==> config.mk <==
export PLATFORM = sky130hd
export DESIGN_NAME = html_entity_decoder_core
export DESIGN_NICKNAME = d
export VERILOG_FILES = /design/src/hdl/hed_pkg.sv /design/src/hdl/hed_front.sv /design/src/hdl/hed_back.sv /design/src/hdl/html_entity_decoder_core.sv
export SDC_FILE = /design/constraint.sdc
export NUM_CORES = 1
export LEC_CHECK = 0
export ABC_CLOCK_PERIOD_IN_PS = 7600
export BUFFER_PORTS_ARGS = -buffer_cell sky130_fd_sc_hd__buf_4
export CORE_ASPECT_RATIO = 1.25
export CORE_MARGIN = 3
export CORE_UTILIZATION = 40
export DETAILED_ROUTE_END_ITERATION = 8
export SETUP_SLACK_MARGIN = 0.2
export SKIP_CTS_REPAIR_TIMING = 1
export SKIP_LAST_GASP = 1
export SLEW_MARGIN = 30
export SYNTH_ARGS = -nofsm -noshare
export SYNTH_HDL_FRONTEND = slang
export SYNTH_HIERARCHICAL = 1
export SYNTH_SLANG_ARGS = --single-unit
==> constraint.sdc <==
create_clock -name clock -period 7.6 [get_ports clock]
set_clock_uncertainty 0.15 [all_clocks]
set_input_delay 1.14 -clock clock [delete_from_list [all_inputs] [get_ports clock]]
set_output_delay 1.14 -clock clock [all_outputs]
set_load 0.01 [all_outputs]
==> src/hdl/hed_pkg.sv <==
// Shared constants, types and entity tables for the HTML character reference decoder.
// No dependencies; imported by every module of the block.
`default_nettype none
package hed_pkg;

   localparam int NAME_WINDOW = 16;
   localparam int HELD_IDX_W  = $clog2(NAME_WINDOW);
   localparam int CNT_W       = HELD_IDX_W + 1;
   localparam int NUM_REFS    = 16;
   localparam int FIFO_DEPTH  = 4;
   localparam int FIFO_PTR_W  = $clog2(FIFO_DEPTH);

   localparam logic [7:0]  CH_AMP  = 8'h26;
   localparam logic [7:0]  CH_SEMI = 8'h3B;
   localparam logic [7:0]  CH_HASH = 8'h23;
   localparam logic [30:0] CP_MAX  = 31'h7FFF_FFFF;

   // key text right-aligned, first character in the highest used byte
   localparam logic [47:0] KEY_TAB [NUM_REFS] = '{
      48'("lt"), 48'("gt"), 48'("amp"), 48'("apos"), 48'("quot"),
      48'("lsquo"), 48'("rsquo"), 48'("ldquo"), 48'("rdquo"), 48'("nbsp"),
      48'("trade"), 48'("copy"), 48'("reg"), 48'("hellip"), 48'("mdash"),
      48'("euro")};
   localparam logic [2:0] KEY_LEN [NUM_REFS] = '{
      3'd2, 3'd2, 3'd3, 3'd4, 3'd4, 3'd5, 3'd5, 3'd5, 3'd5, 3'd4,
      3'd5, 3'd4, 3'd3, 3'd6, 3'd5, 3'd4};
   // replacement bytes, first byte lowest
   localparam logic [23:0] SEQ_TAB [NUM_REFS] = '{
      24'h00003C, 24'h00003E, 24'h000026, 24'h000027, 24'h000022,
      24'h9880E2, 24'h9980E2, 24'h9C80E2, 24'h9D80E2, 24'h00A0C2,
      24'hA284E2, 24'h00A9C2, 24'h00AEC2, 24'hA680E2, 24'h9480E2,
      24'hAC82E2};
   localparam logic [1:0] SEQ_LEN [NUM_REFS] = '{
      2'd1, 2'd1, 2'd1, 2'd1, 2'd1, 2'd3, 2'd3, 2'd3, 2'd3, 2'd2,
      2'd3, 2'd2, 2'd2, 2'd3, 2'd3, 2'd3};

   typedef struct packed {
      logic [7:0] data;
      logic       last;
      logic       is_amp;
      logic       is_semi;
   } hed_item_type;

   typedef struct packed {
      logic [CNT_W-1:0] held_count;
      logic             open;
   } hed_status_type;

endpackage
`default_nettype wire

==> src/hdl/hed_front.sv <==
// Front end: accepts source bytes, tags ampersand and semicolon, queues them.
// Depends on hed_pkg.
`default_nettype none
module hed_front import hed_pkg::*; (
   input  wire logic         clock,
   input  wire logic         reset,
   input  wire logic         req_tvalid,
   output logic              req_tready,
   input  wire logic [7:0]   req_tdata,   // [7:0] in_byte
   input  wire logic         req_tlast,
   output logic              q_valid,
   output hed_item_type      q_item,
   input  wire logic         q_pop
);

   hed_item_type             mem_ff [FIFO_DEPTH];
   logic [FIFO_PTR_W-1:0]    wr_ff, wr_in, rd_ff, rd_in;
   logic [FIFO_PTR_W:0]      cnt_ff, cnt_in;
   logic                     push;
   hed_item_type             new_item;

   assign req_tready = (cnt_ff != (FIFO_PTR_W+1)'(FIFO_DEPTH));
   assign push       = req_tvalid && req_tready;
   assign q_valid    = (cnt_ff != '0);
   assign q_item     = mem_ff[rd_ff];

   always_comb begin
      new_item.data    = req_tdata;
      new_item.last    = req_tlast;
      new_item.is_amp  = (req_tdata == CH_AMP);
      new_item.is_semi = (req_tdata == CH_SEMI);
      wr_in  = push ? wr_ff + 1'b1 : wr_ff;
      rd_in  = q_pop ? rd_ff + 1'b1 : rd_ff;
      cnt_in = cnt_ff + (FIFO_PTR_W+1)'(push) - (FIFO_PTR_W+1)'(q_pop);
   end

   always_ff @(posedge clock) begin
      if (push) begin
         mem_ff[wr_ff] <= new_item;
      end
      if (reset) begin
         wr_ff  <= '0;
         rd_ff  <= '0;
         cnt_ff <= '0;
      end else begin
         wr_ff  <= wr_in;
         rd_ff  <= rd_in;
         cnt_ff <= cnt_in;
      end
   end

endmodule
`default_nettype wire

==> src/hdl/hed_back.sv <==
// Back end: holds entity names, decodes them and emits result bytes one per cycle
// when the output is not stalled. Depends on hed_pkg; fed by hed_front.
`default_nettype none
module hed_back import hed_pkg::*; (
   input  wire logic         clock,
   input  wire logic         reset,
   input  wire logic         q_valid,
   input  hed_item_type      q_item,
   output logic              q_pop,
   output logic              rsp_tvalid,
   input  wire logic         rsp_tready,
   output logic [7:0]        rsp_tdata,   // [7:0] out_byte
   output logic              rsp_tlast,
   output hed_status_type    status
);

   localparam logic [2:0] S_TAKE   = 3'd0;
   localparam logic [2:0] S_LIT    = 3'd1;
   localparam logic [2:0] S_UTF8   = 3'd2;
   localparam logic [2:0] S_TAB    = 3'd3;
   localparam logic [2:0] S_AMP    = 3'd4;
   localparam logic [2:0] S_RESCAN = 3'd5;

   logic [2:0]              state_ff, state_in;
   logic                    open_ff, open_in;
   logic [CNT_W-1:0]        count_ff, count_in;
   logic [7:0]              held_ff [NAME_WINDOW];
   logic                    num_ff, num_in, dig_ff, dig_in;
   logic [30:0]             val_ff, val_in;
   logic [NUM_REFS-1:0]     mask_ff, mask_in;
   logic                    last_ff, last_in, semi_ff, semi_in;
   logic [CNT_W-1:0]        idx_ff, idx_in;
   logic [3:0]              tab_ff, tab_in;
   logic [2:0]              nb_ff, nb_in;
   logic                    ovalid_ff, ovalid_in, olast_ff, olast_in;
   logic [7:0]              odata_ff, odata_in;

   logic                    out_free, append;
   logic [7:0]              app_b, rescan_b;
   logic                    a_num, a_dig;
   logic [30:0]             a_val;
   logic [NUM_REFS-1:0]     a_mask, m_base;
   logic [35:0]             prod;
   logic                    hit;
   logic [3:0]              hit_k;
   logic [2:0]              cp_len, sh;
   logic [30:0]             shifted;
   logic [7:0]              utf_b;
   logic [CNT_W-1:0]        lit_end;
   logic [2:0]              kidx;

   assign out_free   = !ovalid_ff || rsp_tready;
   assign rsp_tvalid = ovalid_ff;
   assign rsp_tdata  = odata_ff;
   assign rsp_tlast  = olast_ff;
   assign status.held_count = count_ff;
   assign status.open       = open_ff;
   assign rescan_b   = held_ff[idx_ff[HELD_IDX_W-1:0]];
   assign app_b      = (state_ff == S_RESCAN) ? rescan_b : q_item.data;

   // incremental name parse for the byte being appended at position count_ff
   always_comb begin
      a_num  = num_ff;
      a_dig  = dig_ff;
      a_val  = val_ff;
      m_base = mask_ff;
      prod   = ({5'd0, val_ff} << 3) + ({5'd0, val_ff} << 1) + 36'(app_b - 8'h30);
      if (count_ff == '0) begin
         a_num  = (app_b == CH_HASH);
         a_dig  = (app_b == CH_HASH);
         a_val  = '0;
         m_base = '1;
      end else if (dig_ff) begin
         if (app_b inside {[8'h30:8'h39]}) begin
            a_val = (prod > 36'(CP_MAX)) ? CP_MAX : prod[30:0];
         end else begin
            a_dig = 1'b0;
         end
      end
      for (int k = 0; k < NUM_REFS; k++) begin
         kidx      = KEY_LEN[k] - 3'd1 - count_ff[2:0];
         a_mask[k] = m_base[k] && (count_ff < CNT_W'(KEY_LEN[k]))
                     && (KEY_TAB[k][8*kidx +: 8] == app_b);
      end
   end

   always_comb begin
      hit   = 1'b0;
      hit_k = '0;
      for (int k = NUM_REFS-1; k >= 0; k--) begin
         if (mask_ff[k] && count_ff != '0 && count_ff == CNT_W'(KEY_LEN[k])) begin
            hit   = 1'b1;
            hit_k = 4'(k);
         end
      end
      if (val_ff < 31'h80)             cp_len = 3'd1;
      else if (val_ff < 31'h800)       cp_len = 3'd2;
      else if (val_ff < 31'h10000)     cp_len = 3'd3;
      else if (val_ff < 31'h200000)    cp_len = 3'd4;
      else if (val_ff < 31'h4000000)   cp_len = 3'd5;
      else                             cp_len = 3'd6;
      sh      = nb_ff - 3'd1 - idx_ff[2:0];
      shifted = val_ff >> (5'(sh) * 5'd6);
      if (nb_ff == 3'd1) begin
         utf_b = val_ff[7:0];
      end else if (idx_ff == '0) begin
         case (nb_ff)
            3'd2:    utf_b = 8'hC0 | shifted[7:0];
            3'd3:    utf_b = 8'hE0 | shifted[7:0];
            3'd4:    utf_b = 8'hF0 | shifted[7:0];
            3'd5:    utf_b = 8'hF8 | shifted[7:0];
            default: utf_b = 8'hFC | shifted[7:0];
         endcase
      end else begin
         utf_b = {2'b10, shifted[5:0]};
      end
      lit_end = semi_ff ? count_ff + 1'b1 : count_ff;
   end

   always_comb begin
      state_in  = state_ff;
      open_in   = open_ff;
      count_in  = count_ff;
      num_in    = num_ff;
      dig_in    = dig_ff;
      val_in    = val_ff;
      mask_in   = mask_ff;
      last_in   = last_ff;
      semi_in   = semi_ff;
      idx_in    = idx_ff;
      tab_in    = tab_ff;
      nb_in     = nb_ff;
      ovalid_in = ovalid_ff && !rsp_tready;
      odata_in  = odata_ff;
      olast_in  = olast_ff;
      q_pop     = 1'b0;
      append    = 1'b0;
      case (state_ff)
         S_TAKE: begin
            if (q_valid && out_free) begin
               q_pop   = 1'b1;
               last_in = q_item.last;
               idx_in  = '0;
               semi_in = 1'b0;
               if (!open_ff) begin
                  if (q_item.is_amp) begin
                     open_in  = 1'b1;
                     count_in = '0;
                     num_in   = 1'b0;
                     dig_in   = 1'b0;
                     val_in   = '0;
                     mask_in  = '1;
                     if (q_item.last) state_in = S_LIT;
                  end else begin
                     ovalid_in = 1'b1;
                     odata_in  = q_item.data;
                     olast_in  = q_item.last;
                  end
               end else if (q_item.is_semi) begin
                  open_in = 1'b0;
                  if (num_ff && val_ff != '0) begin
                     nb_in    = cp_len;
                     state_in = S_UTF8;
                  end else if (hit) begin
                     tab_in   = hit_k;
                     state_in = S_TAB;
                  end else begin
                     semi_in  = 1'b1;
                     state_in = S_LIT;
                  end
               end else begin
                  append   = 1'b1;
                  count_in = count_ff + 1'b1;
                  if (count_in == CNT_W'(NAME_WINDOW)) state_in = S_AMP;
                  else if (q_item.last)                state_in = S_LIT;
               end
            end
         end
         S_LIT: begin
            if (out_free) begin
               ovalid_in = 1'b1;
               olast_in  = last_ff && (idx_ff == lit_end);
               if (idx_ff == '0)           odata_in = CH_AMP;
               else if (idx_ff > count_ff) odata_in = CH_SEMI;
               else odata_in = held_ff[HELD_IDX_W'(idx_ff - 1'b1)];
               idx_in = idx_ff + 1'b1;
               if (idx_ff == lit_end) begin
                  open_in  = 1'b0;
                  count_in = '0;
                  state_in = S_TAKE;
               end
            end
         end
         S_UTF8: begin
            if (out_free) begin
               ovalid_in = 1'b1;
               odata_in  = utf_b;
               olast_in  = last_ff && (idx_ff[2:0] == nb_ff - 3'd1);
               idx_in    = idx_ff + 1'b1;
               if (idx_ff[2:0] == nb_ff - 3'd1) begin
                  count_in = '0;
                  state_in = S_TAKE;
               end
            end
         end
         S_TAB: begin
            if (out_free) begin
               ovalid_in = 1'b1;
               odata_in  = SEQ_TAB[tab_ff][8*idx_ff[1:0] +: 8];
               olast_in  = last_ff && (idx_ff[1:0] == SEQ_LEN[tab_ff] - 2'd1);
               idx_in    = idx_ff + 1'b1;
               if (idx_ff[1:0] == SEQ_LEN[tab_ff] - 2'd1) begin
                  count_in = '0;
                  state_in = S_TAKE;
               end
            end
         end
         S_AMP: begin
            if (out_free) begin
               ovalid_in = 1'b1;
               odata_in  = CH_AMP;
               olast_in  = 1'b0;
               open_in   = 1'b0;
               count_in  = '0;
               idx_in    = '0;
               state_in  = S_RESCAN;
            end
         end
         S_RESCAN: begin
            if (out_free) begin
               if (open_ff) begin
                  append   = 1'b1;
                  count_in = count_ff + 1'b1;
               end else if (rescan_b == CH_AMP) begin
                  open_in  = 1'b1;
                  count_in = '0;
                  num_in   = 1'b0;
                  dig_in   = 1'b0;
                  val_in   = '0;
                  mask_in  = '1;
               end else begin
                  ovalid_in = 1'b1;
                  odata_in  = rescan_b;
                  olast_in  = last_ff && (idx_ff == CNT_W'(NAME_WINDOW - 1));
               end
               idx_in = idx_ff + 1'b1;
               if (idx_ff == CNT_W'(NAME_WINDOW - 1)) begin
                  idx_in  = '0;
                  semi_in = 1'b0;
                  if (last_ff && open_in) state_in = S_LIT;
                  else                    state_in = S_TAKE;
               end
            end
         end
         default: begin
            state_in = S_TAKE;
         end
      endcase
      if (append) begin
         num_in  = a_num;
         dig_in  = a_dig;
         val_in  = a_val;
         mask_in = a_mask;
      end
   end

   always_ff @(posedge clock) begin
      if (append) begin
         held_ff[count_ff[HELD_IDX_W-1:0]] <= app_b;
      end
      num_ff   <= num_in;
      dig_ff   <= dig_in;
      val_ff   <= val_in;
      mask_ff  <= mask_in;
      last_ff  <= last_in;
      semi_ff  <= semi_in;
      idx_ff   <= idx_in;
      tab_ff   <= tab_in;
      nb_ff    <= nb_in;
      odata_ff <= odata_in;
      olast_ff <= olast_in;
      if (reset) begin
         state_ff  <= S_TAKE;
         open_ff   <= 1'b0;
         count_ff  <= '0;
         ovalid_ff <= 1'b0;
      end else begin
         state_ff  <= state_in;
         open_ff   <= open_in;
         count_ff  <= count_in;
         ovalid_ff <= ovalid_in;
      end
   end

endmodule
`default_nettype wire

==> src/hdl/html_entity_decoder_core.sv <==
// Top level of the HTML character reference decoder: front queue plus decode engine.
// Depends on hed_pkg, hed_front and hed_back.
//
//  channel  dir  payload                        handshake
//  req_*    in   tdata = in_byte, tlast=in_last  tvalid/tready
//  rsp_*    out  tdata = out_byte, tlast=out_last tvalid/tready
//
// One result byte per cycle unless the output stalls; a plain byte is passed on.
// A closed name resolves when its semicolon is taken, then its result bytes follow;
// a full window emits the ampersand and rescans the 16 held bytes, and emits the
// held bytes as well if the string ends.
// The engine pace sets the rate; a 4-entry queue decouples input from engine.
// Reset is synchronous and clears control state only. Either side may stall freely.
`default_nettype none
module html_entity_decoder_core import hed_pkg::*; (
   input  wire logic         clock,
   input  wire logic         reset,
   input  wire logic         req_tvalid,
   output logic              req_tready,
   input  wire logic [7:0]   req_tdata,   // [7:0] in_byte
   input  wire logic         req_tlast,
   output logic              rsp_tvalid,
   input  wire logic         rsp_tready,
   output logic [7:0]        rsp_tdata,   // [7:0] out_byte
   output logic              rsp_tlast
);

   logic            q_valid, q_pop;
   hed_item_type    q_item;
   hed_status_type  status;

   hed_front u_front (
      .clock      (clock),
      .reset      (reset),
      .req_tvalid (req_tvalid),
      .req_tready (req_tready),
      .req_tdata  (req_tdata),
      .req_tlast  (req_tlast),
      .q_valid    (q_valid),
      .q_item     (q_item),
      .q_pop      (q_pop)
   );

   hed_back u_back (
      .clock      (clock),
      .reset      (reset),
      .q_valid    (q_valid),
      .q_item     (q_item),
      .q_pop      (q_pop),
      .rsp_tvalid (rsp_tvalid),
      .rsp_tready (rsp_tready),
      .rsp_tdata  (rsp_tdata),
      .rsp_tlast  (rsp_tlast),
      .status     (status)
   );

`ifndef SYNTH
   a_pop_nonempty: assert property (@(posedge clock) disable iff (reset)
      q_pop |-> q_valid)
      else $error("queue popped while empty");

   a_hold_bound: assert property (@(posedge clock) disable iff (reset)
      status.held_count <= CNT_W'(NAME_WINDOW))
      else $error("held count beyond window");

   a_closed_empty: assert property (@(posedge clock) disable iff (reset)
      $fell(status.open) && q_pop |=> status.held_count == '0 || status.open)
      else $error("name closed without clearing hold");
`endif

endmodule
`default_nettype wire
After elaboration in Yosys (flattened, before gate mapping)
Memories as Yosys holds them, arrays and structs flattened. A register that Yosys moved wholly into a read port is not among the register bits.
Index checks and enable logic that the tools add are counted.
{ "op_classes": {"mul": 1, "addsub": 18, "bitwise": 2, "shift": 18, "n_reduce_logical": 106, "eq_ne": 68, "muxes": 183, "n_lt_le_gt_ge": 15} }
{ "op_table": {"columns": ["cell", "n"], "rows": [
  ["$shiftx 48x7->8 const A", 16],
  ["$mux 31", 11],
  ["$eq 8x8->1", 16],
  ["$mux 16", 8],
  ["$mux 8", 14],
  ["$mux 5", 19],
  ["$mux 1", 75],
  ["$logic_and 1x1->1", 74],
  ["$pmux 31 s2", 1],
  ["$mux 3", 20],
  ["$mux 24", 2],
  ["$pmux 8 s6", 1],
  ["$add 36x36->36", 1],
  ["$gt 36x31->1 const B", 1],
  ["$mux 4", 9],
  ["$add 34x32->35", 1],
  ["$eq 8x6->1 const B", 4],
  ["$pmux 16 s2", 1],
  ["$lt 31x12->1 const B", 1],
  ["$lt 31x17->1 const B", 1],
  ["$lt 31x22->1 const B", 1],
  ["$lt 31x27->1 const B", 1],
  ["$lt 31x8->1 const B", 1],
  ["$reduce_bool 31->1", 1],
  ["70 further kinds", 131]
]} }
{ "word_totals": {"romBits": 416, "regBits": 89, "out_inout_bits": 11, "mem_bits_rw": 172, "word_cells": 437, "inputBits": 13, "n_memories": 4} }
{ "memory_table": {"columns": ["name", "depth", "width", "rd", "rd_ports_with_merged_regs", "wr", "line_no", "rtl"], "rows": [
  ["(no name shown)", 16, 24, 1, 0, 0, "hed_back.sv:209", "odata_in = SEQ_TAB[tab_ff][8*idx_ff[1:0] +: 8];"],
  ["u_back.held_ff", 16, 8, 2, 1, 1, "hed_back.sv:27", "logic [7:0] held_ff [NAME_WINDOW];"],
  ["u_front.mem_ff", 4, 11, 1, 1, 1, "hed_front.sv:16", "hed_item_type mem_ff [FIFO_DEPTH];"],
  ["(no name shown)", 16, 2, 1, 0, 0, "hed_back.sv:210", "olast_in = last_ff && (idx_ff[1:0] == SEQ_LEN[tab_ff] - 2'd1);"]
]} }

Longest topological paths before layout
{ "depth": {"ltp_word": 25, "mapped_depth": 29, "depth_no_buf": 20} }

By module
Netlist, hierarchy kept.
{ "modules_own_cells": {"columns": ["mod", "instances", "seq_area_each_um2", "area_per_inst_um2", "cells_each"], "rows": [
  ["hed_back", 1, 6286.0, 16520.8, 1510],
  ["hed_front", 1, 1501.4, 2075.7, 110]
]} }

Worst setup path after synthesis
OpenSTA, ideal clock, no wires.
{ "synth_path": {"path_kind": "register -> register", "startpoint": "reg (tool-made name)", "endpoint": "reg u_back.val_ff[25] (data pin)", "t_arrival_ns": 6.565, "setup_time_ns": 0.282, "t_required_ns": 7.168, "setup_slack_ns": 0.603, "path_stages_with_launch": 29, "path_cell_list": "dfxtp_1 buf_2 buf_2 buf_2 mux2i_1 mux2i_1 mux2i_1 inv_2 clkbuf_1 ha_1 or3_1 buf_6 buf_1 xnor2_1 ha_1 a21o_1 ha_1 clkbuf_1 and4_1 clkbuf_1 nand3_1 a21oi_1 a311oi_1 a41oi_1 a31oi_1 xnor2_1 o21ai_0 clkbuf_1 o211ai_2"} }
{ "synth_lines": {"columns": ["element", "line_no", "rtl"], "rows": [
  ["end signal: assignment", "hed_back.sv:273", "val_ff <= val_in;"],
  ["end: declaration", "hed_back.sv:29", "logic [30:0] val_ff, val_in;"]
]} }

==> reports/qor.txt <==
Outcome - finished, final reports clean
Unrepaired setup endpoints after global routing - no
Worst slew pin tran - 0.991 ns
Syn. warnings - 6
Iteration-0 DRC Markers - 1,253
Average size of a mapped cell - 11.5 um^2
Synthesized Nets - 1,746
Worst R2R End - u_back/val_ff[4]
Worst min path class - register to register
Fmax - 141 MHz
Slew margin rel. - 0.339
Crit path capture - u_back/val_ff[4]
Crit path DAT - 7.21 ns
Final Wtd Congestion - 0.945
Cts bufs inserted - 30
Cell area after synthesis - 18,600 um^2
Layout cell share with drive strength beyond 1 - 0.172
Tcrit/Tclk final - 0.930
Setup TNS - 0 ns
Die width - 199 um
Pre-antenna DRT Iters - 7
Reg clk slew, reported paths - 0.06 ns
Max Cap Viol - 0
Worst vdd ir - 381 uV
Initial antenna violation count - 0
P&R area growth vs syn - 9.68%
Reg2Reg Depth - 19
Htree depth - 1
Finished layout cell area - 20,400 um^2
Antenna-violating nets left - 0
Vias in the first global route - 13,500
Endpoint class of the critical path - register
Avg WL per Cell - 23.6 um
Final setup viols - 0
FF/Latch Area - 7790 um^2
Clock Sink Count - 267
Final WS setup - 0.531 ns
IO Port Bufs - 23
Leak pwr - 0.00731 uW
Multi-input logic area - 10,100 um^2
Clock buffer depth - 3
Vias - 13,700
Flop-to-flop setup slack - 0.53 ns
Rows - 87
Final Hold Fails - 0
HPWL after DPL - 37.1 mm
Die area - 49,100 um^2
Post-Synthesis Cells - 1,619
CTS tree - yes
Clk_lat worst skew - 0.59 ns
Root cell of the clock tree - clkbuf_16
Cell area power density - 485 nW/um^2
# DRC - 0
Overall power - 9900 uW
Routed WL - 52.1 mm
Vias per cell - 6.21
Core ar. - 45,500 um^2
Antenna Cells - 0
Final #Nets - 1,732
Crit start category - register
Crit path max fanout - 31
Ports - 24
FILL cells - 4,188
Min Tclk post-route - 7.07 ns
Die height - 247 um
Placed Area - 19,400 um^2
DP Worst Slack - 0.655 ns
Worst setup path category - register to register
Final Max Tran Viols - 0
Critical Path RT - 7.75 ns
First-pass GRT wire length - 81.0 mm
Initial Util - 0.409
Pin count of the biggest net entering global routing - 39
GR Util All Layers - 0.212
Gr ovfl total - 0
-- worst min path at each step --
stage / startpoint / endpoint / depth (start not counted)
6_report: u_front/rd_ff[1] / u_front/rd_ff[1] / 2
5_1_grt: u_front/wr_ff[1] / u_front/wr_ff[1] / 2
4_1_cts: u_front/wr_ff[1] / u_front/wr_ff[1] / 2
3_5_place_dp: u_front/rd_ff[1] / register / 2
3_3_place_gp: u_front/wr_ff[1] / u_front/wr_ff[1] / 2
2_1_floorplan: u_front/wr_ff[1] / u_front/wr_ff[1] / 2
-- registers in the layout (all words and copies together) (netlist names), named ones only --
register           cells
u_back/nb_ff           3
u_back/state_ff        3
u_back/semi_ff         1
u_back/open_ff         1
u_back/idx_ff          5
u_back/rsp_tdata       8
u_back/held_ff       128
u_front/mem_ff        44
u_front/rd_ff          2
u_back/num_ff          1
u_back/rsp_tvalid      1
u_back/tab_ff          4
u_back/val_ff         31
u_back/rsp_tlast       1
u_back/dig_ff          1
u_back/last_ff         1
u_back/mask_ff        16
u_front/cnt_ff         3
u_back/count_ff        5
u_front/wr_ff          2
-- per-stage QoR --
stage	instances	util	hold slack (ns)
floorplan	1619	-	0.332
global placement	2151	0.425	0.342
detailed placement	2151	0.425	0.364
CTS	2207	0.448	0.380
global route	2207	0.448	0.409
finish	2207	0.448	0.383
-- layout make-up --
class | count | area share
multi-input combinational | 1179 | 0.497
tap | 578 | 0.0355
clock buffer | 33 | 0.0374
clock inverter | 23 | 0.0131
inverter | 63 | 0.0116
timing repair buffer | 64 | 0.0236
sequential | 267 | 0.382
-- where the power goes --
part	internal (uW)	switching (uW)
clock	871	628
combinational	2560	3620
sequential	1950	281
-- cells in the final DEF, fill, tap and decap left out, types with 9 or more instances in the layout --
master / n
nand2_1: 99
mux2_2: 15
nor2_1: 98
o21a_1: 12
edfxtp_1: 244
and2_1: 15
or3_1: 10
a211oi_1: 10
o211ai_1: 18
xnor2_1: 81
buf_4: 64
xor2_1: 29
o21ai_0: 74
nand3_1: 37
o211ai_2: 27
a21oi_1: 88
ha_1: 105
o2111ai_1: 9
a21o_1: 34
and3_1: 24
nor3_1: 33
clkbuf_16: 30
a31oi_1: 22
mux4_2: 103
fa_1: 9
dfxtp_1: 21
nor2b_1: 20
nand2b_1: 18
inv_1: 56
mux2i_1: 37
o31ai_1: 16
nand4_1: 14
-- per-layer routing --
layer,vias up,wire (um),global-route usage
li1,6214,-,-
met1,6828,21500,0.283
met2,572,25800,0.365
met3,95,3140,0.0223
met4,0,1640,0.0651
met5,-,0,0
-- worst max-delay path: stages (launching register included) --
cell      delay, ns
dfxtp_1        0.40
buf_4          0.45
mux4_2         0.56
mux2i_1        0.28
mux2_2         0.26
o21a_1         0.53
inv_2          0.42
fa_1           0.62
inv_1          0.07
fa_1           0.43
nor2b_1        0.22
o211ai_1       0.16
a31oi_1        0.41
o31ai_1        0.21
a41oi_1        0.33
a31oi_1        0.21
nor4bb_1       0.29
or4_1          0.15
buf_4          0.42
o311ai_1       0.17
No activity file was read; power rests on OpenSTA's default activity.
